**config.mk**
```make
export PLATFORM = sky130hd
export DESIGN_NAME = pbs_div_cell
export DESIGN_NICKNAME = d
export VERILOG_FILES = /design/src/design/parabola_breakpoint_solver_core_macros.svh /design/src/design/pbs_pkg.sv /design/src/design/pbs_div_cell.sv
export SDC_FILE = /design/constraint.sdc
export NUM_CORES = 1
export LEC_CHECK = 0
export ABC_AREA = 1
export BUFFER_PORTS_ARGS = -buffer_cell sky130_fd_sc_hd__buf_2
export CORE_UTILIZATION = 51
export CTS_CLUSTER_SIZE = 25
export DETAILED_ROUTE_END_ITERATION = 10
export GPL_TIMING_DRIVEN = 0
export PLACE_DENSITY = 0.83
export SYNTH_ARGS = -nofsm -noshare
export SYNTH_HDL_FRONTEND = slang
export SYNTH_SLANG_ARGS = --single-unit
```
**constraint.sdc**
```tcl
create_clock -name clk -period 1.7 [get_ports clk]
set_input_delay 0.085 -clock clk [delete_from_list [all_inputs] [get_ports clk]]
set_output_delay 0.085 -clock clk [all_outputs]
set_load 0.02 [all_outputs]
```
**src/design/parabola_breakpoint_solver_core_macros.svh**
```systemverilog
// Assertion macros shared by the breakpoint solver RTL.
// Each macro checks one implication on the rising edge of clk, disabled in reset.
`ifndef PARABOLA_BREAKPOINT_SOLVER_CORE_MACROS_SVH
`define PARABOLA_BREAKPOINT_SOLVER_CORE_MACROS_SVH
`ifndef NO_ASSERTIONS
// Same-cycle implication.
`define PBS_ASSERT_IMP(lbl, ante, cons) \
	lbl: assert property (@(posedge clk) disable iff (!arst_n) (ante) |-> (cons)) \
		else $error("breakpoint solver check failed");
// Next-cycle implication.
`define PBS_ASSERT_NXT(lbl, ante, cons) \
	lbl: assert property (@(posedge clk) disable iff (!arst_n) (ante) |=> (cons)) \
		else $error("breakpoint solver check failed");
`else
`define PBS_ASSERT_IMP(lbl, ante, cons)
`define PBS_ASSERT_NXT(lbl, ante, cons)
`endif
`endif

```
**src/design/pbs_pkg.sv**
```systemverilog
package pbs_pkg;

	// Default geometry of the coordinates.
	localparam int DEF_FRAC_BITS   = 16;
	localparam int DEF_COORD_WIDTH = 32;

	// Configuration registers.
	localparam int TOL_WIDTH = 16;
	localparam int CFG_IDX_W = 1;
	localparam logic [CFG_IDX_W-1:0] REG_FOCUS_TOL = 1'b0;
	localparam logic [CFG_IDX_W-1:0] REG_DISC_TOL  = 1'b1;

	// Status codes of a result word.
	localparam logic [1:0] ST_OK      = 2'd0;
	localparam logic [1:0] ST_NO_REAL = 2'd1;
	localparam logic [1:0] ST_BOTH_ON = 2'd2;

	// How the breakpoint of one word is found.
	typedef enum logic [1:0] {
		KIND_GEN,
		KIND_FIXED,
		KIND_ZERO
	} kind_t;

endpackage

```
**src/design/pbs_div_cell.sv**
```systemverilog
module pbs_div_cell import pbs_pkg::*; #(
	parameter int NUM_W  = 8,
	parameter int DEN_W  = 8,
	parameter int SIDE_W = 1
) (
	input  logic              clk,
	input  logic              arst_n,
	input  logic              en,
	input  logic              in_vld,
	input  logic [DEN_W-1:0]  in_rem,
	input  logic [NUM_W-1:0]  in_num,
	input  logic [DEN_W-1:0]  in_den,
	input  logic [SIDE_W-1:0] in_side,
	output logic              out_vld,
	output logic [DEN_W-1:0]  out_rem,
	output logic [NUM_W-1:0]  out_num,
	output logic [DEN_W-1:0]  out_den,
	output logic [SIDE_W-1:0] out_side
);

	logic [DEN_W:0]   trial;
	logic [DEN_W:0]   diff;
	logic             ge;
	logic             vld_q;
	logic [DEN_W-1:0] rem_q;
	logic [NUM_W-1:0] num_q;
	logic [DEN_W-1:0] den_q;
	logic [SIDE_W-1:0] side_q;

	// One restoring step: bring down the next dividend bit and try the divisor.
	assign trial = {in_rem, in_num[NUM_W-1]};
	assign diff  = trial - {1'b0, in_den};
	assign ge    = (trial >= {1'b0, in_den});

	always_ff @(posedge clk or negedge arst_n) begin
		if (!arst_n) begin
			vld_q <= 1'b0;
		end else if (en) begin
			vld_q <= in_vld;
		end
	end

	// The quotient bit enters at the bottom as the dividend leaves at the top.
	always_ff @(posedge clk) begin
		if (en) begin
			rem_q  <= ge ? diff[DEN_W-1:0] : trial[DEN_W-1:0];
			num_q  <= {in_num[NUM_W-2:0], ge};
			den_q  <= in_den;
			side_q <= in_side;
		end
	end

	assign out_vld  = vld_q;
	assign out_rem  = rem_q;
	assign out_num  = num_q;
	assign out_den  = den_q;
	assign out_side = side_q;

endmodule

```
==> run metrics <==
Overall Power=0.00150 W; Synth Area in Adders=0.0868; final setup margin=0.0553 ns; Slew @ Worst Pin=0.554 ns; R2R Setup Slk=0.95 ns; GRT Util Overall=0.199; Post-Layout Cell Count=242; Final Skew=0 ns; average size of a mapped cell=10.3 um2; Top delay family on crit path=buffers and inverters; CP cell instances=dlygate4sd3_1, buf_2, ha_1, nand2_1, nor2_1, a21oi_4, nand2_8, nand2_1, nand2_1; Initial Util=0.549; share of cells above drive strength 1=0.349; final net count=251; H-tree depth=1; post-synthesis cell area=1380 um2; critical path arrival=1.73 ns; crit-path max cell delay=0.52 ns; Min Clock Period, post-route=1.64 ns; most used cell, CP=nand2_1; mux share of post-synthesis cell area=0.00814; row count=18; setup TNS=0 ns; Hold Vio Cnt, Final=1; crit end category=flop; I/O Buffers=54; routability cong.=0.841; Die X=54.1 um; Netlist cell types=20; Slew Viols, Final=0; critical path type=input pin to flop; Synth Instances=134; HP Class=input pin to flop; drt initial violations=26; headroom to the max-slew limit=0.631; Reg2Reg Launch Point=out_vld; Setup WS pre-CTS=0.0242 ns; achievable frequency=608 MHz; first-pass GRT wire length=4.14 mm; largest family of logic cells by synthesized area=simple AND/OR/NAND/NOR gates; routed via count=1167; pin count of the biggest net entering global routing=27; antenna viol nets, final=0; hold path depth=2; clk slew on worst S/H paths=0.13 ns; Buf/Inv on CP=2; hold_ws=-0.00109 ns; HP Start=in_vld; fin crit share=0.967; worst-path maximum fanout=9; HPWL after DPL=1.99 mm; max_cap viols=0; Layout Utilization=0.758; post-synthesis sequential area ratio=0.561; DIE HEIGHT=54.1 um; Yosys reg bits=26; WL per Instance=11.5 um; P per Cell Area=785 nW/um2; core area=2520 um2; Clock Tree Root=clkbuf_4; number of global-route vias before repair=1050; WHS Endpoint=out_vld; crit path max-delay cell type=dlygate4sd3_1; vias per cell=4.82; CTS tree=yes; XOR/XNOR share of the synthesized area=0.0190; IO Pins=55; TritonCTS Buffers=3; VDD IR max=0.558 mV; worst endpoint required time=1.79 ns; warnings from Yosys=0; grt total ovfl=0; final setup vio count=0; Leak Pwr=0.972 nW; clk buf depth=2; RR Endpoint=out_vld; 1st-pass router iterations=4; clk_lat worst skew=0.31 ns; RSZ-0062 raised after global routing=false; failing checks=hold timing; CTS Sinks=26; Post-Synth Simple-Gate Area=0.241; syn_nets=172; outcome=finished, violations left; fillers=173; area grow syn2layout=38.2%; placed cells=218; # DRC=0; antenna violations before repair=0; Synth Area in Compound Gates=0.0190; ant diodes=0; Worst setup SP type=input pin; die area=2930 um2; R2R depth=1; final WL=2.78 mm
## synth_stat cells
master,n,area [um2]
nand2_1,36,135
edfxtp_1,25,751
inv_1,24,90.1
nand3_1,15,75.1
ha_1,8,100
nand2_2,5,31.3
nor2_1,5,18.8
a21oi_1,2,10.0
nand2_4,2,22.5
xnor2_1,2,17.5
a21oi_4,1,16.3
dfrtp_1,1,25.0
fa_1,1,20.0
mux2_2,1,11.3
nand2_8,1,20.0
nand3_2,1,10.0
nand4_1,1,6.26
nor2_2,1,6.26
or2_4,1,8.76
xor2_1,1,8.76
## kinds of logic after synthesis
logic type,count (synthesis)
and+or+nand+nor,68
DFF,26
buffers and inverters,24
adders and majority gates,9
AOI/OAI and AO/OA,3
xor gates and xnor gates,3
muxes,1
## cells in the final DEF (no fill, tap or decap)
cell | netlist | final
a21oi_1 | 2 | 2
nand2_1 | 36 | 36
mux2_2 | 1 | 1
clkbuf_4 | 0 | 3
buf_4 | 0 | 3
nor2_1 | 5 | 5
edfxtp_1 | 25 | 25
fa_2 | 0 | 1
nand4_1 | 1 | 1
a21oi_4 | 1 | 1
dlygate4sd3_1 | 0 | 17
xnor2_1 | 2 | 2
or2_4 | 1 | 1
nor2_2 | 1 | 1
clkbuf_1 | 0 | 1
nand2_2 | 5 | 5
nand3_2 | 1 | 1
xor2_1 | 1 | 1
buf_2 | 0 | 54
nand3_1 | 15 | 15
nand2_4 | 2 | 2
dfrtp_1 | 1 | 1
ha_1 | 8 | 8
inv_1 | 24 | 24
nand2_8 | 1 | 1
## layer usage
layer	part of all wire	wire, um	track usage
met1	0.42	1180	0.226
met2	0.51	1420	0.366
met3	0.051	142	0.0198
met4	0.015	42	0.0983
met5	0	0	0
## worst max path at each step
stage	start	to	cells past startpoint
after floorplan	in_den[2]	out_rem[7]	9
after global routing	in_den[0]	out_rem[5]	9
after detailed placement	in_rem[5]	out_rem[7]	10
after CTS	in_den[0]	out_rem[7]	9
after global placement	in_rem[5]	out_rem[7]	10
final	in_den[0]	out_rem[2]	9
## metrics by stage
step	instance area [um2]	hold WS (ns)
2_1_floorplan	1380	-0.211
3_3_place_gp	1690	-0.141
3_5_place_dp	1690	-0.139
4_1_cts	1890	0.00754
5_1_grt	1910	0.00980
6_report	1910	-0.00109
## registers in the layout, indices dropped and copies added (netlist names)
name      count
out_den       8
out_num       8
out_rem       8
out_side      1
out_vld       1
## final cells by class
cell class | instances | area [um2] | share of cell area
timing repair buffer | 74 | 463 | 0.242
sequential | 26 | 776 | 0.405
tap | 30 | 37.5 | 0.0196
clock buffer | 4 | 26.3 | 0.0137
multi-input combinational | 84 | 520 | 0.272
inverter | 24 | 90.1 | 0.0471
## timing repair
action	4_1_cts	5_1_grt
setup endpoints to repair	0	8
hold buffers	17	0
hold endpoints to repair	17	0
resized for setup	0	1
buffers inserted	0	3
## power breakdown
part | switching [W] | total (W) | internal, W
combinational | 0.000262 | 0.000443 | 0.000181
clock | 0.000174 | 0.000266 | 0.0000917
sequential | 0.0000143 | 0.000793 | 0.000779
total | 0.000450 | 0.00150 | 0.00105
No activity file was read; power rests on OpenSTA's default activity.
