**src/design/parabola_breakpoint_solver_core_macros.svh**
```systemverilog
// Assertion macros shared by the breakpoint solver RTL.
// Each macro checks one implication on the rising edge of clk, disabled in reset.
`ifndef PARABOLA_BREAKPOINT_SOLVER_CORE_MACROS_SVH
`define PARABOLA_BREAKPOINT_SOLVER_CORE_MACROS_SVH
`ifndef NO_ASSERTIONS
// Same-cycle implication.
`define PBS_ASSERT_IMP(lbl, ante, cons) \
	lbl: assert property (@(posedge clk) disable iff (!arst_n) (ante) |-> (cons)) \
		else $error("breakpoint solver check failed");
// Next-cycle implication.
`define PBS_ASSERT_NXT(lbl, ante, cons) \
	lbl: assert property (@(posedge clk) disable iff (!arst_n) (ante) |=> (cons)) \
		else $error("breakpoint solver check failed");
`else
`define PBS_ASSERT_IMP(lbl, ante, cons)
`define PBS_ASSERT_NXT(lbl, ante, cons)
`endif
`endif

```
**src/design/pbs_pkg.sv**
```systemverilog
package pbs_pkg;

	// Default geometry of the coordinates.
	localparam int DEF_FRAC_BITS   = 16;
	localparam int DEF_COORD_WIDTH = 32;

	// Configuration registers.
	localparam int TOL_WIDTH = 16;
	localparam int CFG_IDX_W = 1;
	localparam logic [CFG_IDX_W-1:0] REG_FOCUS_TOL = 1'b0;
	localparam logic [CFG_IDX_W-1:0] REG_DISC_TOL  = 1'b1;

	// Status codes of a result word.
	localparam logic [1:0] ST_OK      = 2'd0;
	localparam logic [1:0] ST_NO_REAL = 2'd1;
	localparam logic [1:0] ST_BOTH_ON = 2'd2;

	// How the breakpoint of one word is found.
	typedef enum logic [1:0] {
		KIND_GEN,
		KIND_FIXED,
		KIND_ZERO
	} kind_t;

endpackage

```
**src/design/pbs_root_cell.sv**
```systemverilog
module pbs_root_cell import pbs_pkg::*; #(
	parameter int ROOT_W = 8,
	parameter int SIDE_W = 1
) (
	input  logic                      clk,
	input  logic                      arst_n,
	input  logic                      en,
	input  logic                      in_vld,
	input  logic [1:0][2*ROOT_W-1:0]  in_rad,
	input  logic [1:0][ROOT_W+1:0]    in_rem,
	input  logic [1:0][ROOT_W-1:0]    in_root,
	input  logic [SIDE_W-1:0]         in_side,
	output logic                      out_vld,
	output logic [1:0][2*ROOT_W-1:0]  out_rad,
	output logic [1:0][ROOT_W+1:0]    out_rem,
	output logic [1:0][ROOT_W-1:0]    out_root,
	output logic [SIDE_W-1:0]         out_side
);

	localparam int RAD_W = 2 * ROOT_W;

	logic [1:0][ROOT_W+3:0] cat_c;
	logic [1:0][ROOT_W+3:0] sub_c;
	logic [1:0][ROOT_W+3:0] dif_c;
	logic [1:0]             ge_c;
	logic                   vld_q;
	logic [1:0][RAD_W-1:0]  rad_q;
	logic [1:0][ROOT_W+1:0] rem_q;
	logic [1:0][ROOT_W-1:0] root_q;
	logic [SIDE_W-1:0]      side_q;

	// One root digit per lane: bring down two radicand bits, try 4*root+1.
	always_comb begin
		for (int l = 0; l < 2; l++) begin
			cat_c[l] = {in_rem[l], in_rad[l][RAD_W-1 -: 2]};
			sub_c[l] = {2'b00, in_root[l], 2'b01};
			dif_c[l] = cat_c[l] - sub_c[l];
			ge_c[l]  = (cat_c[l] >= sub_c[l]);
		end
	end

	always_ff @(posedge clk or negedge arst_n) begin
		if (!arst_n) begin
			vld_q <= 1'b0;
		end else if (en) begin
			vld_q <= in_vld;
		end
	end

	always_ff @(posedge clk) begin
		if (en) begin
			for (int l = 0; l < 2; l++) begin
				rad_q[l]  <= {in_rad[l][RAD_W-3:0], 2'b00};
				rem_q[l]  <= ge_c[l] ? dif_c[l][ROOT_W+1:0] : cat_c[l][ROOT_W+1:0];
				root_q[l] <= {in_root[l][ROOT_W-2:0], ge_c[l]};
			end
			side_q <= in_side;
		end
	end

	assign out_vld  = vld_q;
	assign out_rad  = rad_q;
	assign out_rem  = rem_q;
	assign out_root = root_q;
	assign out_side = side_q;

endmodule

```
**config.mk**
```make
export PLATFORM = sky130hd
export DESIGN_NAME = pbs_root_cell
export DESIGN_NICKNAME = d
export VERILOG_FILES = /design/src/design/parabola_breakpoint_solver_core_macros.svh /design/src/design/pbs_pkg.sv /design/src/design/pbs_root_cell.sv
export SDC_FILE = /design/constraint.sdc
export NUM_CORES = 1
export LEC_CHECK = 0
export ABC_AREA = 1
export BUFFER_PORTS_ARGS = -buffer_cell sky130_fd_sc_hd__buf_2
export CORE_MARGIN = 5
export CORE_UTILIZATION = 44
export DETAILED_ROUTE_END_ITERATION = 12
export GPL_TIMING_DRIVEN = 0
export PLACE_DENSITY = 0.77
export SLEW_MARGIN = 20
export SYNTH_ARGS = -nofsm -noshare
export SYNTH_HDL_FRONTEND = slang
export SYNTH_SLANG_ARGS = --single-unit
```
**constraint.sdc**
```tcl
create_clock -name clk -period 0.94 [get_ports clk]
set_clock_uncertainty 0.2 [all_clocks]
set_input_delay 0.188 -clock clk [delete_from_list [all_inputs] [get_ports clk]]
set_output_delay 0.188 -clock clk [all_outputs]
set_load 0.02 [all_outputs]
```
==> results <==
- The number of different library cells used by synthesis comes to 27.
- From bottom edge to top edge, the die measures 100 um.
- The die covers 10000 um^2.
- The placed instance area is 4750 um^2.
- The via count of the first global-routing pass is 3496.
- The detailed router placed 3320 vias in this run.
- The layout has 441 filler cells.
- The kind of start point of the critical path is a primary input.
- The layout overhead on the synthesized area is 78.8%.
- The stage delay of the slowest cell on the critical path is 0.26 ns.
- The class of the most critical hold timing path is primary input to flip-flop.
- The share of synthesized area occupied by flip-flops and latches is 55.2%.
- The hold violation count in the final report is 12.
- The smallest setup slack after layout is -0.537 ns.
- The first-pass GRT wire length is 16800 um.
- The share of cells above drive strength 1 is 52.9%.
- After layout, the minimum clock period comes to 1.48 ns.
- By area the synthesized netlist is led by edfxtp_1, nand2_1, ha_1.
- The startpoint-to-endpoint class of the critical path is primary input to flip-flop.
- The worst setup path is captured at a flip-flop.
- The buffer and inverter count on the worst path is 2.
- In this run the clock root is driven by a clkbuf_8.
- The setup violation total in the final timing report is 113.
- The number of pins exceeding their max-slew limit in the final report is 0.
- For this design the static power due to leakage is 0.00297 uW.
- The count of antenna diodes in the layout is 0.
- The TritonCTS clock tree is yes.
- In the post-synthesis netlist, the cell with the most instances is nand2_1.
- The cell count after synthesis is 350.
- The initial cell density of the core is 45.8%.
- Entering global routing, the biggest net connects 67 pins.
- The routed wire length per instance is 16.7 um.
- The detailed router finished its first iteration with 87 violations.
- For this run, the number of Yosys warnings is 0.
- After clock tree synthesis, the clock-pin slew on the worst setup and hold paths is 0.07 ns.
- The worst vdd rail ir drop is 0.886 mV.
- The global placement routability congestion is 0.884.
- Timing would allow up to 677 MHz.
- Counting the buffers created by CTS gives 9.
- The worst-case register-to-register setup slack is -0.18 ns.
- The share of flip-flops with an asynchronous set or reset is 1.52%.
- From left edge to right edge, the die measures 100 um.
- The post-synthesis cell type with the largest combined area is edfxtp_1.
- By count the netlist is led by nand2_1, edfxtp_1, inv_1, ha_1.
- Once layout is done, the placed cells without fillers occupy 6400 um^2.
- The checks that failed: hold timing, setup timing.
- Global routing finished with a remaining overflow of 0.
- Setup repair after global routing could not meet its margin everywhere.
- The max capacitance violation total is 0.
- The DRC violation count after routing is 0.
- In the final design database the tool counted 670 nets.
- The H-tree generated during clock tree synthesis spans 3 levels.
- The number of standard-cell rows in the floorplan is 32.
- The longest clock path from root to sink contains 2 buffers.
- The count of nets left with antenna violations once routing finished came out at 0.
- Synthesis inferred 66 register bits.
- The number of enable-type register cells in the synthesized netlist is 65.
- The critical-path maximum fanout is 6.
- The mean number of vias per cell is 4.85.
- The worst path uses 157% of the clock period.
- In this run the cell area of the synthesized design comes to 3580 um^2.
- Dividing the synthesized area by the synthesized cell count gives 10.2 um^2.
- The flow ran to the end, but the final reports show violations.
- The core area is 7810 um^2.
- Broken down by cell family, the worst path's largest delay share belongs to simple AND/OR/NAND/NOR gates.
- For this run, the share of the core covered by cells in the final layout is 81.9%.
- Detailed placement ended at an HPWL of 6750 um.
- The cell at the slowest stage of the critical path is ha_4.
- The required time at the endpoint of the critical path is 0.83 ns.
- The number of top-level pins is 143.
- The number of buffers inserted by port buffering is 138.
- The count of TritonRoute iterations in the first routing pass is 4.
- The top-area cell type share of the netlist area is 54.5%.
- The most used flip-flop cell after synthesis is edfxtp_1.
- Hold timing on the final database bottoms out at a slack of -0.0905 ns.
- The worst-case headroom to the max-slew limit is 66.4%.
- Clock tree synthesis found a total of 66 sinks.
- The total power per unit cell area is 1460 nW/um^2.
- The total wirelength of the detailed-routed design is 11400 um.
- The overall routing resource usage is 21.6%.
- The number of antenna violations at the first check in global routing is 0.
- Clock latency on the worst-skew pair, taken at its later pin, is 0.33 ns.
- The critical path goes through buf_6, ha_4, a21oi_4, o21ai_4, nand2_4, nand4_4, buf_12, nand3_2, nand2_1.
- The data arrival time of the critical path is 1.37 ns.
- At the pin with the least slew margin, the transition time is 0.504 ns.
-- power by group --
| group | switching, uW | total (uW) | leakage [uW] | internal, uW |
|---|---|---|---|---|
| Sequential | 120 | 3710 | 0.000647 | 3590 |
| Combinational | 1510 | 2980 | 0.00221 | 1470 |
| Clock | 1160 | 2670 | 0.000107 | 1500 |
| Total | 2790 | 9360 | 0.00297 | 6560 |
-- registers in the layout (all words and copies together), names as in the netlist --
register / flops
out_root: 16
out_vld: 1
out_rem: 20
out_rad: 28
out_side: 1
-- layer usage --
metal	wire length, um	vias up	GRT usage [%]	share of wire (%)
met5	0	-	0	0
met4	301	0	9.12	2.6
met3	660	27	4.10	5.8
met2	6270	136	39.0	55
met1	4200	1546	24.7	37
li1	-	1611	-	-
-- cells in the final DEF (no fill, tap or decap), types with 10 or more instances in the layout --
master,netlist,layout
buf_6,0,68
buf_4,4,31
nand3_2,12,10
ha_4,0,16
inv_4,0,11
dlygate4sd3_1,0,38
nand4_1,14,14
nor2_1,14,11
nand2_4,2,12
nand2_1,100,72
edfxtp_1,65,65
nand2_2,4,22
buf_2,0,63
inv_1,58,38
-- final cells by class --
type                       count  area, um^2  area share, %
sequential                    66        1980           30.9
timing repair buffer         214        1940           30.4
multi-input combinational    221        1800           28.2
inverter                      60         278           4.34
clock buffer                  10         128           1.99
tap                          102         128           1.99
clock inverter                 6        90.1           1.41
buffer                         5        50.0          0.782
-- per-stage QoR --
step	std cells	total power, uW	setup WS, ns	TNS, ns
4_1_cts	679	9030	-0.548	-33.06
5_1_grt	684	9790	-0.598	-35.63
3_3_place_gp	593	5740	-1.10	-83.91
2_1_floorplan	353	5090	-0.677	-14.55
3_5_place_dp	593	5790	-1.02	-56.02
6_report	684	9360	-0.537	-32.68
-- final timing paths --
| kind | start | endpoint | cells after the start |
|---|---|---|---|
| hold reg to reg | out_vld | out_vld | 2 |
| setup / recovery | in_rem[1] | out_rem[6] | 9 |
| max in group asynchronous | arst_n | out_vld | 2 |
| hold / removal | in_vld | out_vld | 2 |
| setup reg to reg | out_vld | out_vld | 2 |
| min in group asynchronous | arst_n | out_vld | 2 |
-- what timing repair did --
action	4_1_cts	5_1_grt
gates cloned	2	0
buffers inserted	25	7
endpoints found under the setup margin	154	97
gates resized for setup	126	101
hold buffers	43	1
endpoints found under the hold margin	56	12
pin swaps	48	34
-- cell families (layout without fill, tap and decap cells) --
family | Yosys count | count (layout) | synth area share [%]
fa+ha+maj | 20 | 20 | 6.99
xor+xnor | 6 | 6 | 1.47
other cells | 1 | 4 | 0.105
flops | 66 | 66 | 55.2
buf+inv | 66 | 295 | 8.25
compound gates | 22 | 22 | 3.43
simple gates | 168 | 168 | 24.2
mux | 1 | 1 | 0.315
No activity file was read; power rests on OpenSTA's default activity.
